<file path="src/sv/erm_pkg.sv">
package erm_pkg;

  localparam int GROUP_SIZE = 5;
  localparam int DIST_W     = 13;
  localparam int WIDTH_W    = 15;
  localparam int FACTOR_W   = 4;
  localparam int CONFIRM_W  = 3;
  localparam int CNT_W      = $clog2(GROUP_SIZE + 1);
  localparam int IDX_W      = (GROUP_SIZE > 1) ? $clog2(GROUP_SIZE) : 1;
  localparam int POS_W      = IDX_W;
  localparam int SUM_W      = DIST_W + CNT_W;
  localparam int PROD_W     = FACTOR_W + SUM_W;
  localparam int CONV_W     = WIDTH_W + 15;
  localparam int CONV_SHIFT = 16;
  localparam int CDIST_W    = CONV_W - CONV_SHIFT;
  localparam int QDEPTH     = 4;
  localparam int QPTR_W     = $clog2(QDEPTH);
  localparam int QCNT_W     = $clog2(QDEPTH + 1);
  localparam int CFG_IDX_W  = 3;

  localparam logic [14:0] CONV_FACTOR = 15'd17984;

  localparam logic [DIST_W-1:0]    MIN_DIST_RST = DIST_W'(32);
  localparam logic [DIST_W-1:0]    MAX_DIST_RST = DIST_W'(5600);
  localparam logic [DIST_W-1:0]    NOISE_RST    = DIST_W'(320);
  localparam logic [FACTOR_W-1:0]  FACTOR_RST   = FACTOR_W'(3);
  localparam logic [CONFIRM_W-1:0] CONFIRM_RST  = CONFIRM_W'(2);

  typedef enum logic [CFG_IDX_W-1:0] {
    REG_MIN_DIST = 3'd0,
    REG_MAX_DIST = 3'd1,
    REG_NOISE    = 3'd2,
    REG_FACTOR   = 3'd3,
    REG_CONFIRM  = 3'd4
  } erm_reg_t;

  typedef struct packed {
    logic [DIST_W-1:0]    min_distance;
    logic [DIST_W-1:0]    max_distance;
    logic [DIST_W-1:0]    noise_limit;
    logic [FACTOR_W-1:0]  outlier_factor;
    logic [CONFIRM_W-1:0] confirm_needed;
  } erm_cfg_t;

  typedef struct packed {
    logic [DIST_W-1:0] sample;
    logic              keep;
    logic              last;
  } erm_word_t;

  typedef enum logic [2:0] {
    ST_COLLECT,
    ST_SORT,
    ST_MEDIAN,
    ST_DEV,
    ST_DECIDE
  } erm_state_t;

endpackage

</file>
<file path="src/sv/erm_front.sv">
module erm_front
  import erm_pkg::*;
(
  input  logic                clk,
  input  logic                rst,
  input  logic                in_valid,
  output logic                in_stall,
  input  logic [WIDTH_W-1:0]  echo_width,
  input  logic                timed_out,
  input  erm_cfg_t            cfg,
  input  logic                q_full,
  output logic                push,
  output erm_word_t           push_word
);

  logic [POS_W-1:0]   pos;
  logic [CONV_W-1:0]  prod;
  logic [CDIST_W-1:0] dist_full;

  assign in_stall  = q_full;
  assign push      = in_valid && !q_full;
  assign prod      = CONV_W'(echo_width) * CONV_W'(CONV_FACTOR);
  assign dist_full = timed_out ? '0 : prod[CONV_W-1:CONV_SHIFT];

  always_comb begin
    push_word.sample = dist_full[DIST_W-1:0];
    push_word.keep   = (dist_full > CDIST_W'(cfg.min_distance)) &&
                       (dist_full < CDIST_W'(cfg.max_distance));
    push_word.last   = (pos == POS_W'(GROUP_SIZE - 1));
  end

  always_ff @(posedge clk) begin
    if (rst) begin
      pos <= '0;
    end else if (push) begin
      pos <= push_word.last ? '0 : pos + POS_W'(1);
    end
  end

endmodule

</file>
<file path="src/sv/erm_queue.sv">
module erm_queue
  import erm_pkg::*;
(
  input  logic      clk,
  input  logic      rst,
  input  logic      push,
  input  erm_word_t push_word,
  output logic      full,
  input  logic      pop,
  output erm_word_t pop_word,
  output logic      empty
);

  erm_word_t         mem [QDEPTH];
  logic [QPTR_W-1:0] wr_ptr;
  logic [QPTR_W-1:0] rd_ptr;
  logic [QCNT_W-1:0] count;

  assign full     = (count == QCNT_W'(QDEPTH));
  assign empty    = (count == '0);
  assign pop_word = mem[rd_ptr];

  always_ff @(posedge clk) begin
    if (push) begin
      mem[wr_ptr] <= push_word;
    end
  end

  always_ff @(posedge clk) begin
    if (rst) begin
      wr_ptr <= '0;
      rd_ptr <= '0;
      count  <= '0;
    end else begin
      if (push) wr_ptr <= wr_ptr + QPTR_W'(1);
      if (pop)  rd_ptr <= rd_ptr + QPTR_W'(1);
      if (push && !pop)      count <= count + QCNT_W'(1);
      else if (pop && !push) count <= count - QCNT_W'(1);
    end
  end

endmodule

</file>
<file path="src/sv/erm_back.sv">
module erm_back
  import erm_pkg::*;
(
  input  logic                  clk,
  input  logic                  rst,
  input  erm_cfg_t              cfg,
  input  logic                  empty,
  input  erm_word_t             pop_word,
  output logic                  pop,
  output logic                  out_valid,
  input  logic                  out_stall,
  output logic [DIST_W-1:0]     distance,
  output logic                  held,
  output logic [CNT_W-1:0]      kept_count
);

  erm_state_t        state, state_next;
  logic [DIST_W-1:0] s [GROUP_SIZE];
  logic [DIST_W-1:0] s_swap [GROUP_SIZE];
  logic [CNT_W-1:0]  cnt;
  logic [CNT_W-1:0]  cnt_after;
  logic [IDX_W-1:0]  phase;
  logic [IDX_W-1:0]  idx;
  logic [IDX_W-1:0]  rd_idx;
  logic [DIST_W-1:0] rd_data;
  logic [DIST_W-1:0] med;
  logic [DIST_W-1:0] absdev;
  logic [SUM_W-1:0]  dev_sum;
  logic [DIST_W-1:0] last_distance;
  logic [CONFIRM_W-1:0] jump_count;
  logic [CONFIRM_W-1:0] jc_inc;
  logic [DIST_W-1:0] diff;
  logic [SUM_W-1:0]  lhs;
  logic [PROD_W-1:0] rhs;
  logic [SUM_W-1:0]  noise_n;
  logic              jump;
  logic              go;

  assign cnt_after = cnt + CNT_W'(pop_word.keep);
  assign rd_idx    = (state == ST_MEDIAN) ? IDX_W'(cnt >> 1) : idx;
  assign rd_data   = s[rd_idx];
  assign absdev    = (rd_data > med) ? rd_data - med : med - rd_data;
  assign go        = (state == ST_DECIDE) && !(out_valid && out_stall);

  // one odd-even transposition phase
  always_comb begin
    for (int j = 0; j < GROUP_SIZE; j++) s_swap[j] = s[j];
    for (int j = 0; j < GROUP_SIZE - 1; j++) begin
      if ((j % 2) == int'(phase[0]) && s[j] > s[j+1]) begin
        s_swap[j]   = s[j+1];
        s_swap[j+1] = s[j];
      end
    end
  end

  always_comb begin
    diff    = (med > last_distance) ? med - last_distance : last_distance - med;
    lhs     = SUM_W'(diff) * SUM_W'(cnt);
    rhs     = PROD_W'(cfg.outlier_factor) * PROD_W'(dev_sum);
    noise_n = SUM_W'(cfg.noise_limit) * SUM_W'(cnt);
    jump    = (last_distance != '0) && (PROD_W'(lhs) > rhs) && (dev_sum < noise_n);
    jc_inc  = jump_count + CONFIRM_W'(1);
  end

  always_ff @(posedge clk) begin
    if (rst) begin
      state <= ST_COLLECT;
    end else begin
      state <= state_next;
    end
  end

  always_comb begin
    state_next = state;
    pop        = 1'b0;
    unique case (state)
      ST_COLLECT: begin
        if (!empty) begin
          pop = 1'b1;
          if (pop_word.last) state_next = (cnt_after == '0) ? ST_DECIDE : ST_SORT;
        end
      end
      ST_SORT: begin
        if (phase == IDX_W'(GROUP_SIZE - 1)) state_next = ST_MEDIAN;
      end
      ST_MEDIAN: state_next = ST_DEV;
      ST_DEV: begin
        if (CNT_W'(idx) + CNT_W'(1) == cnt) state_next = ST_DECIDE;
      end
      ST_DECIDE: begin
        if (go) state_next = ST_COLLECT;
      end
      default: state_next = ST_COLLECT;
    endcase
  end

  // sample store, no reset
  always_ff @(posedge clk) begin
    if (pop) begin
      for (int j = 0; j < GROUP_SIZE; j++) begin
        if (pop_word.keep && CNT_W'(j) == cnt) s[j] <= pop_word.sample;
        if (pop_word.last && CNT_W'(j) >= cnt_after) s[j] <= '1;
      end
    end else if (state == ST_SORT) begin
      for (int j = 0; j < GROUP_SIZE; j++) s[j] <= s_swap[j];
    end
  end

  always_ff @(posedge clk) begin
    if (pop && pop_word.last) begin
      phase   <= '0;
      idx     <= '0;
      dev_sum <= '0;
      med     <= '0;
    end else begin
      if (state == ST_SORT)   phase <= phase + IDX_W'(1);
      if (state == ST_MEDIAN) med <= rd_data;
      if (state == ST_DEV) begin
        dev_sum <= dev_sum + SUM_W'(absdev);
        idx     <= idx + IDX_W'(1);
      end
    end
    if (go) begin
      kept_count <= cnt;
      if (cnt == '0) begin
        distance <= '0;
        held     <= 1'b0;
      end else if (jump && jc_inc < cfg.confirm_needed) begin
        distance <= last_distance;
        held     <= 1'b1;
      end else begin
        distance <= med;
        held     <= 1'b0;
      end
    end
  end

  always_ff @(posedge clk) begin
    if (rst) begin
      cnt           <= '0;
      last_distance <= '0;
      jump_count    <= '0;
      out_valid     <= 1'b0;
    end else begin
      if (pop) cnt <= cnt_after;
      if (go) begin
        cnt       <= '0;
        out_valid <= 1'b1;
        if (cnt != '0) begin
          if (jump && jc_inc < cfg.confirm_needed) begin
            jump_count <= jc_inc;
          end else begin
            jump_count    <= '0;
            last_distance <= med;
          end
        end
      end else if (!out_stall) begin
        out_valid <= 1'b0;
      end
    end
  end

endmodule

</file>
<file path="src/sv/echo_range_median_filter.sv">
// Group result: after the fifth word of the group is taken, the back end steps through
//   queue pop, 5 sort phases, median, n deviation steps (n = kept samples), decision.
//   With nothing kept it steps through queue pop, decision.
// Throughput: one word a cycle while the 4-word queue has room; the back end works on
//   one group at a time and pops no new word until the decision for the last group is
//   taken, which out_stall can hold.
// Reset (rst, synchronous): registers to defaults, counters and queue cleared;
//   the sample store is not reset.
module echo_range_median_filter
  import erm_pkg::*;
(
  input  logic                 clk,
  input  logic                 rst,
  input  logic                 in_valid,
  output logic                 in_stall,
  input  logic [WIDTH_W-1:0]   echo_width,
  input  logic                 timed_out,
  output logic                 out_valid,
  input  logic                 out_stall,
  output logic [DIST_W-1:0]    distance,
  output logic                 held,
  output logic [CNT_W-1:0]     kept_count,
  input  logic                 cfg_valid,
  output logic                 cfg_ready,
  input  logic [CFG_IDX_W-1:0] cfg_index,
  input  logic [DIST_W-1:0]    cfg_data
);

  erm_cfg_t  cfg;
  logic      q_full;
  logic      q_empty;
  logic      push;
  logic      pop;
  erm_word_t push_word;
  erm_word_t pop_word;

  assign cfg_ready = 1'b1;

  always_ff @(posedge clk) begin
    if (rst) begin
      cfg.min_distance   <= MIN_DIST_RST;
      cfg.max_distance   <= MAX_DIST_RST;
      cfg.noise_limit    <= NOISE_RST;
      cfg.outlier_factor <= FACTOR_RST;
      cfg.confirm_needed <= CONFIRM_RST;
    end else if (cfg_valid && cfg_ready) begin
      unique case (cfg_index)
        REG_MIN_DIST: cfg.min_distance   <= cfg_data;
        REG_MAX_DIST: cfg.max_distance   <= cfg_data;
        REG_NOISE:    cfg.noise_limit    <= cfg_data;
        REG_FACTOR:   cfg.outlier_factor <= cfg_data[FACTOR_W-1:0];
        REG_CONFIRM:  cfg.confirm_needed <= cfg_data[CONFIRM_W-1:0];
        default: ;
      endcase
    end
  end

  erm_front u_front (
    .clk       (clk),
    .rst       (rst),
    .in_valid  (in_valid),
    .in_stall  (in_stall),
    .echo_width(echo_width),
    .timed_out (timed_out),
    .cfg       (cfg),
    .q_full    (q_full),
    .push      (push),
    .push_word (push_word)
  );

  erm_queue u_queue (
    .clk      (clk),
    .rst      (rst),
    .push     (push),
    .push_word(push_word),
    .full     (q_full),
    .pop      (pop),
    .pop_word (pop_word),
    .empty    (q_empty)
  );

  erm_back u_back (
    .clk       (clk),
    .rst       (rst),
    .cfg       (cfg),
    .empty     (q_empty),
    .pop_word  (pop_word),
    .pop       (pop),
    .out_valid (out_valid),
    .out_stall (out_stall),
    .distance  (distance),
    .held      (held),
    .kept_count(kept_count)
  );

endmodule

</file>
<file path="config.mk">
export PLATFORM = sky130hd
export DESIGN_NAME = echo_range_median_filter
export DESIGN_NICKNAME = d
export VERILOG_FILES = /design/src/sv/erm_pkg.sv /design/src/sv/erm_front.sv /design/src/sv/erm_queue.sv /design/src/sv/erm_back.sv /design/src/sv/echo_range_median_filter.sv
export SDC_FILE = /design/constraint.sdc
export NUM_CORES = 1
export LEC_CHECK = 0
export BUFFER_PORTS_ARGS = -buffer_cell sky130_fd_sc_hd__buf_4
export CELL_PAD_IN_SITES_DETAIL_PLACEMENT = 2
export CELL_PAD_IN_SITES_GLOBAL_PLACEMENT = 2
export CORE_MARGIN = 3
export CORE_UTILIZATION = 41
export CTS_CLUSTER_SIZE = 14
export DETAILED_ROUTE_END_ITERATION = 10
export HOLD_SLACK_MARGIN = 0.02
export PLACE_DENSITY_LB_ADDON = 0.2
export SLEW_MARGIN = 0
export SYNTH_ARGS = -nofsm -noshare
export SYNTH_HDL_FRONTEND = slang
export SYNTH_SLANG_ARGS = --single-unit
</file>
<file path="constraint.sdc">
create_clock -name clk -period 9.2 [get_ports clk]
set_input_delay 0.46 -clock clk [delete_from_list [all_inputs] [get_ports clk]]
set_output_delay 0.46 -clock clk [all_outputs]
set_load 0.01 [all_outputs]
</file>
* After elaboration in Yosys (flattened, before gate mapping)
Memory sizes are Yosys's and may differ from the RTL's. A register that Yosys moved wholly into a read port is not among the register bits.
Cells that the tools add are included.
** Storage, ports and cells
- Register bits :: 131
- Bits in writable memories :: 125
- Input bits :: 37
- Output and inout bits :: 20
- Logic and storage cells :: 206
- Memories kept :: 2
** Cells by class
- Add/sub/neg operators :: 14
- $mul :: 4
- Order comparisons :: 16
- Equality and inequality tests :: 22
- Multiplexer cells :: 72
- Bitwise gates (word level) :: 11
- Reductions and logical operators :: 44
** Memory list
- u_back.s :: depth 5, bits a word 13, rd ports 6, clocked after memory_dff 0, wr ports 5, line erm_back.sv:18 : logic [DIST_W-1:0] s [GROUP_SIZE];
- u_queue.mem :: depth 4, bits a word 15, rd ports 1, clocked after memory_dff 1, wr ports 1, line erm_queue.sv:14 : erm_word_t mem [QDEPTH];
** Operator list (number)
- 13-bit 2-to-1 mux :: 13
- 26-bit 2-to-1 mux :: 4
- 13-bit greater-than comparator :: 6
- 13-bit subtractor :: 4
- 1-bit 2-to-1 mux :: 40
- 3-bit 2-to-1 mux :: 11
- 13-bit by 3-bit multiplier with 16-bit output :: 2
- 1-bit logical AND :: 24
- 15-bit by 9-bit multiplier with 24-bit output, second input constant :: 1
- 16-bit by 20-bit greater-than comparator with 1-bit output :: 1
- 4-bit by 16-bit multiplier with 20-bit output :: 1
- 16-bit by 13-bit adder with 16-bit output :: 1
- 16-bit < comparator :: 1
- 3-bit by 1-bit adder with 3-bit output, second input constant :: 5
- 3-bit equality test, second input constant :: 5
- 3-bit logical NOT :: 5
- 3-bit case mux with 5 select lines :: 1
- 14-bit by 13-bit greater-than comparator with 1-bit output :: 1
- 14-bit by 13-bit < comparator with 1-bit output :: 1
- 14-bit 2-to-1 mux :: 1
- 13-bit nonzero test :: 1
- 3-bit by 2-bit equality test with 1-bit output, second input constant :: 4
- 2-bit AND reduction :: 6
- 2-bit by 1-bit inequality test with 1-bit output, second input constant :: 5
- other kinds (21) :: 39

* Longest topological paths before layout
Gate-level depths: netlist (run 1).
- Depth in word-level cells :: 8
- Gate-level depth with buffers :: 34
- Mapped depth without buffers :: 31

* Modules after synthesis
A second synthesis (run 1) with hierarchy kept.
** Unflattened totals
- Cell total of the unflattened synthesis :: 2483
- Area total of the unflattened synthesis :: 22846.9 µm²
** By module, submodules not included
- erm_back :: times used 1, cells each 1867, area an instance 15625.0 µm², seq. area each 3623.5 µm²
- erm_front :: times used 1, cells each 313, area an instance 2681.3 µm², seq. area each 60.1 µm²
- erm_queue :: times used 1, cells each 122, area an instance 2623.8 µm², seq. area each 1981.9 µm²
- echo_range_median_filter :: times used 1, cells each 181, area an instance 1916.8 µm², seq. area each 920.9 µm²

* Least setup slack after synthesis (run 1)
Ideal clock, no wire load.
- Path kind :: register to register
- Start point :: register u_back.last_distance[2]
- End point :: register u_back.distance[10] (data pin)
- Setup time :: 0.266 ns
- Data arrival time :: 6.705 ns
- Data required time :: 8.934 ns
- Path slack :: 2.229 ns
- Cell stages (with the launch flop) :: 34
- Buffers on the path :: 4
- Clock period less this slack :: 6.971 ns
- Path through :: dfxtp_1 inv_1 ha_1 buf_2 nand4_1 or4_1 o21ai_2 o21ai_4 buf_2 a21oi_1 xor2_1 nand2_1 fa_1 inv_1 fa_1 a21o_1 a21oi_1 o21bai_1 a21oi_1 o21bai_1 a41o_1 o41ai_1 xnor2_1 ha_1 nand4_1 or2_2 a211o_1 o211ai_1 nand4_1 a221oi_2 buf_6 buf_8 mux2i_1 nor2_1
** Between the ends
- Longest elaborated chain between the ends :: 8
- Elaborated cells on any way between the ends :: 11
- Those cells by class :: add/sub: 2; mul: 1; order compare: 2; mux: 2; reduce/logical: 4
** Ends and longest elaborated chain
- from (decl) :: line erm_back.sv:29 : logic [DIST_W-1:0] last_distance;
- from (signal assigned) :: line erm_back.sv:154 : last_distance <= med;
- 13-bit subtractor / 13-bit greater-than comparator (equally long branches) :: line erm_back.sv:57 : diff = (med > last_distance) ? med - last_distance : last_distance - med;
- 13-bit 2-to-1 mux :: line erm_back.sv:57
- 13-bit by 3-bit multiplier with 16-bit output :: line erm_back.sv:58 : lhs = SUM_W'(diff) * SUM_W'(cnt);
- 16-bit by 20-bit greater-than comparator with 1-bit output :: line erm_back.sv:61 : jump = (last_distance != '0) && (PROD_W'(lhs) > rhs) && (dev_sum < noise_n);
- 1-bit logical AND * (2 in a row) :: line erm_back.sv:61
- 1-bit logical AND * :: line erm_back.sv:128 : end else if (jump && jc_inc < cfg.confirm_needed) begin
- 13-bit 2-to-1 mux * :: line erm_back.sv:128
- to (signal assigned) :: line erm_back.sv:129 : distance <= last_distance;
- to (signal assigned) :: line erm_back.sv:132 : distance <= med;
- to (decl) :: line erm_back.sv:12 : output logic [DIST_W-1:0] distance,
Every way passes the cells marked *; elsewhere a longest branch is shown, timed or not.
A chain may end at the register's enable or synchronous reset.

* Final worst setup path (run 1)
- Start point :: register u_back.last_distance[1]
- End point :: register u_back.last_distance[10]
** Between the ends
- Longest elaborated chain between the ends :: 8
- Elaborated cells on any way between the ends :: 11
- Those cells by class :: add/sub: 2; mul: 1; order compare: 2; mux: 2; reduce/logical: 4
** Ends and longest elaborated chain
- 13-bit subtractor / 13-bit greater-than comparator (equally long branches) :: line erm_back.sv:57
- 13-bit 2-to-1 mux :: line erm_back.sv:57
- 13-bit by 3-bit multiplier with 16-bit output :: line erm_back.sv:58
- 16-bit by 20-bit greater-than comparator with 1-bit output :: line erm_back.sv:61
- 1-bit logical AND * (2 in a row) :: line erm_back.sv:61
- 1-bit logical AND * :: line erm_back.sv:150 : if (jump && jc_inc < cfg.confirm_needed) begin
- 13-bit 2-to-1 mux *
Marks and branches as above.

==> reports/qor.yml, run 1 <==
rr_worst_depth: 32
hold-path-endpoint: "cfg[38]"
routed_wl_um: 77900
drive_gt1_frac: 0.0782
tightest_slew_ps: 1270
required_ps: 9650
yosysTopAreaCell: "edfxtp_1"
clkLatencyLatePin_ps: 550
r2r_start: "u_back.last_distance[1]"
drv_cap: 0
hpwlAfterDp_um: 60300
core_um2: 54600
critical_path_class: "register to register"
seq_area_um2: 6590
drv_slew: 0
min_period_over_period: 0.887
synth-edff-count: 142
rows: 85
layout_setup_ws_ps: 1040
num_vias: 19200
setup_violations: 0
fp.dieW_um: 242
layout.nets: 2989
grt_max_degree: 59
regToRegSetupSlack_ps: 1040
grtUsageTotal: 0.267
yosysWarnings: 0
critPathTopFamily: "compound AO/OA/AOI/OAI gates"
slew-limit-headroom: 0.146
yosysUniqueCellTypes: 87
mappedNetlistArea_um2: 22900
synth.net_count: 2981
cts.clk_slew.worst_paths_ps: 60
dpl_worst_slack_ps: 1160
cts_tree: "built"
p_per_area_nw_per_um2: 342
ctsHoldBuffers: 0
cp-end-kind: "register"
h-tree-depth: 2
ys_seq_area_frac: 0.288
multi_input_area_um2: 14700
grt_pass1_vias: 21800
ios: 57
start_kind: "register"
synthCells: 2562
n_antenna_cell: 0
hp-start: "cfg_data[5]"
drc: 0
rsz0062_at_grt: "no"
yosysTopAreaCellShare: 0.186
dieArea_um2: 58700
clock-root-buffer: "clkbuf_16"
outcome: "finished clean"
synth_area_per_cell_um2: 8.94
cpPeakStageDelay_ps: 530
vias_per_cell: 5.76
gp_congestion: 0.853
areaGrowthSynthToFinish_pct: 9.71
clockBufferDepth: 3
worstPathArrival_ps: 8610
ir_worst_vdd_mv: 0.139
antenna_found_initial: 2
critPathMaxFanout: 19
cts_buffers: 34
start_util: 0.420
drt_iter0_drc: 1121
wl_per_cell_um: 23.4
r2r_end: "u_back.last_distance[10]"
worst-path-stages: 32
ys_top_cells_by_area: "edfxtp_1, ha_1, dfxtp_1, fa_1, nand2_1"
post-route-min-period_ps: 8160
cts.sinks: 258
grt_remaining_overflow: 0
whs_path_depth: 2
postCtsResizedCells: 0
max_freq_ghz: 0.123
dr.pass1.iters: 5
leakagePower_nw: 11.0
port_buffers: 55
tns_ps: 0
grt_pass1_wl_um: 125000
slowest_stage: "o21ai_4"
finalHoldViolCount: 0
fillerInstances: 5963
ys_ff_latch: 258
drt.antenna.violating_nets: 0
die_h_um: 242
cp_num_buf_inv: 3
post-cts-setup-buffers: 0
finClkSkew_ps: 25.0
postSynth.asyncResetShare: 0
synth_flop_cell: "edfxtp_1"
worst_hold_path_type: "input pin to register"
[how the worst max path moves through the flow]
stage                             from                  endpoint  slack (ps)
2_1_floorplan  u_back.last_distance[2]       u_back.distance[10]        2230
3_3_place_gp   u_back.last_distance[1]        u_back.distance[7]        1440
3_5_place_dp   u_back.last_distance[2]  u_back.last_distance[10]        1160
4_1_cts        u_back.last_distance[1]   u_back.last_distance[9]        1070
5_1_grt        u_back.last_distance[1]   u_back.last_distance[0]         530
6_report       u_back.last_distance[1]  u_back.last_distance[10]        1040
[report_power, final]
part | leakage (nW) | switching [mW] | internal (mW) | total (mW)
Clock | 0.563 | 0.552 | 0.822 | 1.37
Combinational | 8.20 | 3.19 | 1.95 | 5.14
Sequential | 2.27 | 0.378 | 1.69 | 2.07
[sequential cells by signal (all words and copies together) (netlist names), 13 cells and up, named ones only]
register / flops
u_back.distance: 13
u_back.last_distance: 13
u_back.dev_sum: 16
cfg: 46
u_back.s: 65
u_back.med: 13
u_queue.mem: 60
[area by class of cell]
class	count	share of cell area
sequential	258	0.262
inverter	314	0.0469
multi-input combinational	1884	0.586
clock inverter	13	0.00498
clock buffer	48	0.0401
tap	739	0.0368
timing repair buffer	78	0.0233
[per-layer routing]
layer	wire, um	global-route usage	share of wire	vias up
met1	33300	0.322	0.43	9777
met2	39000	0.480	0.50	315
met4	3440	0.113	0.044	2
met3	2170	0.0297	0.028	145
met5	13	0	0.00017	-
li1	-	-	-	8956
[Yosys cell counts (all sizes together) (28+ instances only)]
| cell type | number |
|---|---|
| nand2 | 360 |
| inv | 314 |
| ha | 304 |
| a21oi | 165 |
| nor2 | 151 |
| edfxtp | 142 |
| dfxtp | 116 |
| o21ai | 86 |
| fa | 78 |
| clkbuf | 74 |
| mux2i | 57 |
| xnor2 | 52 |
| a211oi | 45 |
| nor3 | 45 |
| a21o | 43 |
| and2 | 43 |
| o21a | 43 |
| nand3 | 41 |
| buf | 32 |
| xor2 | 31 |
| mux4 | 28 |
| nor2b | 28 |
[kinds of logic after synthesis]
kind of cell / count (synthesis) / share of synthesized area
buf+inv: 420 / 0.0726
other cells: 1 / 0.000164
compound gates: 552 / 0.162
mux: 93 / 0.0564
fa+ha+maj: 382 / 0.234
simple gates: 773 / 0.154
flops: 258 / 0.288
xor+xnor: 83 / 0.0318
[cell usage in the layout, fill, tap and decap left out, types with 16 or more instances in the layout]
cell,instances
a21oi_1,164
clkbuf_16,36
xnor2_1,52
nor2_1,148
a221o_1,26
nand3_1,41
fa_1,78
dfxtp_1,116
mux2i_1,56
a2111oi_0,16
buf_4,78
inv_1,313
edfxtp_1,142
mux4_2,28
nand2_1,359
ha_1,304
nand2b_1,18
nand4_1,24
o211ai_1,21
o21a_1,43
and2_1,42
nor3_1,43
a21o_1,43
nor2b_1,28
xor2_1,31
o21ai_0,76
a211oi_1,43
[stage by stage]
stage | hold WS (ps) | cells | util | total power, mW | cell area, um2
detailed placement | 453 | 3273 | 0.440 | 7.15 | 24000
global route | 146 | 3334 | 0.460 | 9.28 | 25100
global placement | 442 | 3273 | 0.440 | 6.75 | 24000
floorplan | 406 | 2562 | - | 5.42 | 22900
finish | 159 | 3334 | 0.460 | 8.59 | 25100
CTS | 125 | 3334 | 0.460 | 8.63 | 25100
(Power assumes the default switching activity.)
==> run 2: changes to the inputs <==
Settings changed: CELL_PAD_IN_SITES_DETAIL_PLACEMENT 2 to 0, CELL_PAD_IN_SITES_GLOBAL_PLACEMENT 2 to 1, CORE_UTILIZATION 41 to 50.
==> run 2 against run 1 <==
- total power is 6.3% lower
- utilization is 9.7 points higher
- first-iteration DRC count is 0.27% lower
- register-to-register slack better by 180 ps
- hold slack worse by 39 ps
==> reports/qor.yml, run 2 (synthesis gave the netlist of run 1 again) <==
leakagePower_nw: 11.0  # about the same
stdcell_count: 3184  # was 3,334
ir_worst_vdd_mv: 0.162  # was 0.139 mV
tightest_slew_ps: 1080  # was 1270 ps
required_ps: 9510  # was 9650 ps
cpPeakStageDelay_ps: 520  # was 530 ps
whs_path_depth: 2  # unchanged
gp_congestion: 0.884  # was 0.853
post-cts-setup-buffers: 0  # unchanged
setup_violations: 0  # unchanged
grt_remaining_overflow: 0  # unchanged
clock-root-buffer: "clkbuf_16"  # unchanged
largest_register_ffs: 65  # unchanged
r2r_end: "u_back.distance[3]"  # was u_back.last_distance[10]
grt_util_met2: 0.413  # was 0.480
drive_gt1_frac: 0.0779  # was 0.0782
grtUsageMet1: 0.332  # was 0.322
critPathMaxFanout: 19  # unchanged
n_antenna_cell: 0  # unchanged
slowest_stage: "o21ai_4"  # unchanged
p_per_area_nw_per_um2: 323  # was 342 nW/um2
critPathTopFamily: "compound AO/OA/AOI/OAI gates"  # unchanged
grt_max_degree: 59  # unchanged
cp_num_buf_inv: 3  # unchanged
grtUsageTotal: 0.244  # was 0.267
start_util: 0.512  # was 0.420
regToRegSetupSlack_ps: 1220  # was 1040 ps
vias_per_cell: 5.75  # was 5.76
wl_per_cell_um: 18.4  # was 23.4 um
final_cell_mix: "nand2_1, inv_1, ha_1, a21oi_1, nor2_1"  # unchanged
drv_slew: 0  # unchanged
hp-start: "cfg_data[5]"  # unchanged
dieArea_um2: 48400  # was 58,700 um2
critical_path_class: "register to register"  # unchanged
dr.pass1.iters: 5  # unchanged
finClkSkew_ps: 24.6  # was 25.0 ps
layout.nets: 2988  # was 2,989
core_um2: 44700  # was 54,600 um2
busiest_layer: "met2"  # unchanged
worstPathArrival_ps: 8290  # was 8610 ps
antenna_found_initial: 2  # unchanged
postCtsResizedCells: 0  # unchanged
cts.sinks: 258  # unchanged
rsz0062_at_grt: "no"  # unchanged
cp-end-kind: "register"  # unchanged
routed_wl_um: 58600  # was 77,900 um
r2r_start: "u_back.last_distance[2]"  # was u_back.last_distance[1]
ctsHoldBuffers: 0  # unchanged
drc: 0  # unchanged
rows: 77  # was 85
clkLatencyLatePin_ps: 590  # was 550 ps
h-tree-depth: 1  # was 2
areaGrowthSynthToFinish_pct: 8.79  # was 9.71%
drt_iter0_drc: 1118  # was 1,121
final_common_cell: "nand2_1"  # unchanged
grt_pass1_vias: 18100  # was 21,800
grtUsageMet3: 0.0250  # was 0.0297
rr_worst_depth: 32  # unchanged
post-route-min-period_ps: 7980  # was 8160 ps
outcome: "finished clean"  # unchanged
worst_hold_path_type: "input pin to register"  # unchanged
top_regs: "u_back.s (65), u_queue.mem (60), cfg (46)"  # unchanged
fp.dieW_um: 220  # was 242 um
min_period_over_period: 0.868  # was 0.887
hold-path-endpoint: "cfg[38]"  # unchanged
largest_register: "u_back.s"  # unchanged
cts_tree: "built"  # unchanged
cts_buffers: 30  # was 34
start_kind: "register"  # unchanged
slew-limit-headroom: 0.268  # was 0.146
port_buffers: 55  # unchanged
hpwlAfterDp_um: 45800  # was 60,300 um
die_h_um: 220  # was 242 um
cts.clk_slew.worst_paths_ps: 60  # about the same
num_vias: 18300  # was 19,200
tns_ps: 0  # unchanged
clockBufferDepth: 3  # unchanged
grt_pass1_wl_um: 95100  # was 125,000 um
finalHoldViolCount: 0  # unchanged
drv_cap: 0  # unchanged
max_freq_ghz: 0.125  # was 0.123 GHz
ios: 57  # unchanged
dp.cells: 3129  # was 3,273
drt.antenna.violating_nets: 0  # unchanged
[run 2: worst max-delay path by stage]
stage,start,endpoint,slack (ps),depth (start not counted)
5_1_grt,u_back.last_distance[2],u_back.distance[4],580,32
3_3_place_gp,u_back.last_distance[2],u_back.distance[7],1480,32
3_5_place_dp,u_back.last_distance[2],u_back.distance[3],1300,32
2_1_floorplan,u_back.last_distance[2],u_back.distance[10],2230,33
6_report,u_back.last_distance[2],u_back.distance[3],1220,32
4_1_cts,u_back.last_distance[2],u_back.distance[3],1240,32
[run 2: through the flow]
step / hold slack, ps / power (mW) / cell area (um2) / setup WS [ps] / utilization
finish: 120 / 8.05 / 24900 / 1220 / 0.557
global route: 130 / 8.72 / 24900 / 584 / 0.557
CTS: 93.0 / 8.08 / 24900 / 1240 / 0.557
detailed placement: 452 / 6.75 / 23800 / 1300 / 0.533
global placement: 442 / 6.64 / 23800 / 1480 / 0.533
floorplan: 406 / 5.42 / 22900 / 2230 / -
[run 2: where the power goes]
group / leakage, nW / total, mW / internal, mW / switching, mW
combinational: 8.22 / 4.73 / 1.91 / 2.82
clock: 0.538 / 1.30 / 0.783 / 0.516
sequential: 2.27 / 2.02 / 1.69 / 0.326
[run 2: layout make-up]
cell class	instances	area, um2
clock buffers	37	862
clock inverters	18	229
fillers	4051	19800
inverters	314	1180
multi-input cells	1884	14700
flip-flops and latches	258	6590
well taps	592	741
repair buffers	81	608
[run 2: per-layer routing]
metal | vias up | part of all wire
met4 | 2 | 0.030
met3 | 91 | 0.043
li1 | 8972 | -
met2 | 413 | 0.47
met1 | 8818 | 0.46
met5 | - | 0.00022
==> run 3: changes to the inputs <==
Settings changed: RECOVER_POWER set to 100.
==> run 3 against run 2 <==
- the run now ends with capacitance limit, slew limit left
- sequential power is essentially flat
- highest routed layer unchanged
- flip-flop and latch count did not move
- largest cell class unchanged
- count of clock-buffer cells in the layout did not move
==> reports/qor.yml, run 3 (synthesis gave the netlist of run 1 again) <==
slowest_stage: "o311ai_0"  # was o21ai_4
final_common_cell: "nand2_1"  # unchanged
fp.dieW_um: 220  # unchanged
cpPeakStageDelay_ps: 660  # was 520 ps
layout.nets: 2988  # unchanged
critPathMaxFanout: 19  # unchanged
routed_wl_um: 58600  # about the same
clkLatencyLatePin_ps: 580  # was 590 ps
tns_ps: 0  # unchanged
h-tree-depth: 1  # unchanged
final_cell_mix: "nand2_1, inv_1, ha_1, a21oi_1, nor2_1"  # unchanged
start_util: 0.512  # unchanged
antenna_found_initial: 2  # unchanged
drive_gt1_frac: 0.0621  # was 0.0779
max_freq_ghz: 0.122  # was 0.125 GHz
n_antenna_cell: 0  # unchanged
ctsHoldBuffers: 0  # unchanged
start_kind: "register"  # unchanged
cts_tree: "built"  # unchanged
worstPathArrival_ps: 8500  # was 8290 ps
post-cts-setup-buffers: 0  # unchanged
worst-path-stages: 32  # unchanged
leakagePower_nw: 10.9  # was 11.0 nW
grt_max_degree: 59  # unchanged
port_buffers: 55  # unchanged
min_period_over_period: 0.890  # was 0.868
clkPwrFrac: 0.163  # was 0.161
grt_remaining_overflow: 0  # unchanged
vias_per_cell: 5.75  # about the same
postCtsResizedCells: 0  # unchanged
drc: 0  # unchanged
grtUsageTotal: 0.244  # unchanged
worst_hold_path_type: "input pin to register"  # unchanged
largest_register_ffs: 65  # unchanged
gp_congestion: 0.884  # unchanged
core_um2: 44700  # unchanged
drt_iter0_drc: 1195  # was 1,118
clock-root-buffer: "clkbuf_16"  # unchanged
cts.clk_slew.worst_paths_ps: 60  # about the same
top_regs: "u_back.s (65), u_queue.mem (60), cfg (46)"  # unchanged
clockBufferDepth: 3  # unchanged
outcome: "complete, but fails checks"  # was finished clean
grt_pass1_wl_um: 95100  # unchanged
dr.pass1.iters: 5  # unchanged
largest_register: "u_back.s"  # unchanged
hpwlAfterDp_um: 45800  # unchanged
finClkSkew_ps: 22.7  # was 24.6 ps
required_ps: 9510  # about the same
wl_per_cell_um: 18.4  # about the same
finalHoldViolCount: 0  # unchanged
share_seq_of_total_power: 0.252  # was 0.251
critical_path_class: "register to register"  # unchanged
cp-end-kind: "register"  # unchanged
setup_violations: 0  # unchanged
grt_pass1_vias: 18100  # unchanged
drv_cap: 6  # was 0
num_vias: 18300  # about the same
die_h_um: 220  # unchanged
intPower_mw: 4.35  # was 4.39 mW
drv_slew: 198  # was 0
areaGrowthSynthToFinish_pct: 8.11  # was 8.79%
whs_path_depth: 2  # unchanged
rows: 77  # unchanged
utilization: 0.554  # was 0.557
switching_power_mw: 3.66  # about the same
cts_buffers: 30  # unchanged
ir_worst_vdd_mv: 0.163  # was 0.162 mV
p_per_area_nw_per_um2: 323  # about the same
comb_power_share: 0.585  # was 0.588
ios: 57  # unchanged
violations: "capacitance limit, slew limit"
rr_worst_depth: 32  # unchanged
drt.antenna.violating_nets: 0  # unchanged
slew-limit-headroom: -0.820  # was 0.268
critPathTopFamily: "compound AO/OA/AOI/OAI gates"  # unchanged
p_sw_frac: 0.457  # was 0.455
rsz0062_at_grt: "no"  # unchanged
tightest_slew_ps: 2730  # was 1080 ps
cp_num_buf_inv: 3  # unchanged
post-route-min-period_ps: 8180  # was 7980 ps
dieArea_um2: 48400  # unchanged
cts.sinks: 258  # unchanged
==> run 3: power groups by stage <==
stage                     sequential [mW]  combinational (mW)  clock, mW
after floorplan                      1.89                3.53          0
after global placement               2.02                4.63          0
after detailed placement             2.03                4.72          0
after CTS                            2.01                4.75       1.33
after global routing                 2.05                5.25       1.37
final                                2.02                4.68       1.30
==> run 3: worst reg2reg max path, delay by kind of cell (launching register included) <==
family                   cells  cell delay (ps)
AO/OA/AOI/OAI               14             3400
XOR/XNOR                     2              420
adder cells (fa/ha/maj)      5             1910
buffers and inverters        3              480
flip-flops                   1              390
multiplexers                 2              450
AND/OR/NAND/NOR              6              870
==> run 3: cell type report <==
class,count,area (um2)
fillers,4088,20000
multi-input cells,1884,14700
flip-flops and latches,258,6590
inverters,314,1180
clock buffers,37,862
well taps,592,741
repair buffers,81,477
clock inverters,18,229
==> run 3: layer usage <==
metal  part of all wire  global-route usage  vias to the layer above
met5            0.00022                   0                        -
met4              0.030              0.0753                        2
met3              0.045              0.0250                       90
met2               0.47               0.413                      431
met1               0.46               0.332                     8817
li1                   -                   -                     8976
==> run 3: worst paths after layout <==
kind                      startpoint                  to  slack, ps
max          u_back.last_distance[7]  u_back.distance[3]       1020
min                      cfg_data[5]             cfg[38]        120
max reg2reg  u_back.last_distance[7]  u_back.distance[3]       1020
min reg2reg                  cfg[42]             cfg[42]        460
==> run 3: stage by stage <==
stage / power (mW) / hold WS [ps] / area [um2] / setup WS, ps / instances
after floorplan: 5.42 / 406 / 22900 / 2230 / 2562
after global placement: 6.64 / 442 / 23800 / 1480 / 3129
after detailed placement: 6.75 / 452 / 23800 / 1300 / 3129
after CTS: 8.08 / 93.0 / 24900 / 1240 / 3184
after global routing: 8.67 / 130 / 24700 / 375 / 3184
final: 8.01 / 122 / 24700 / 1020 / 3184
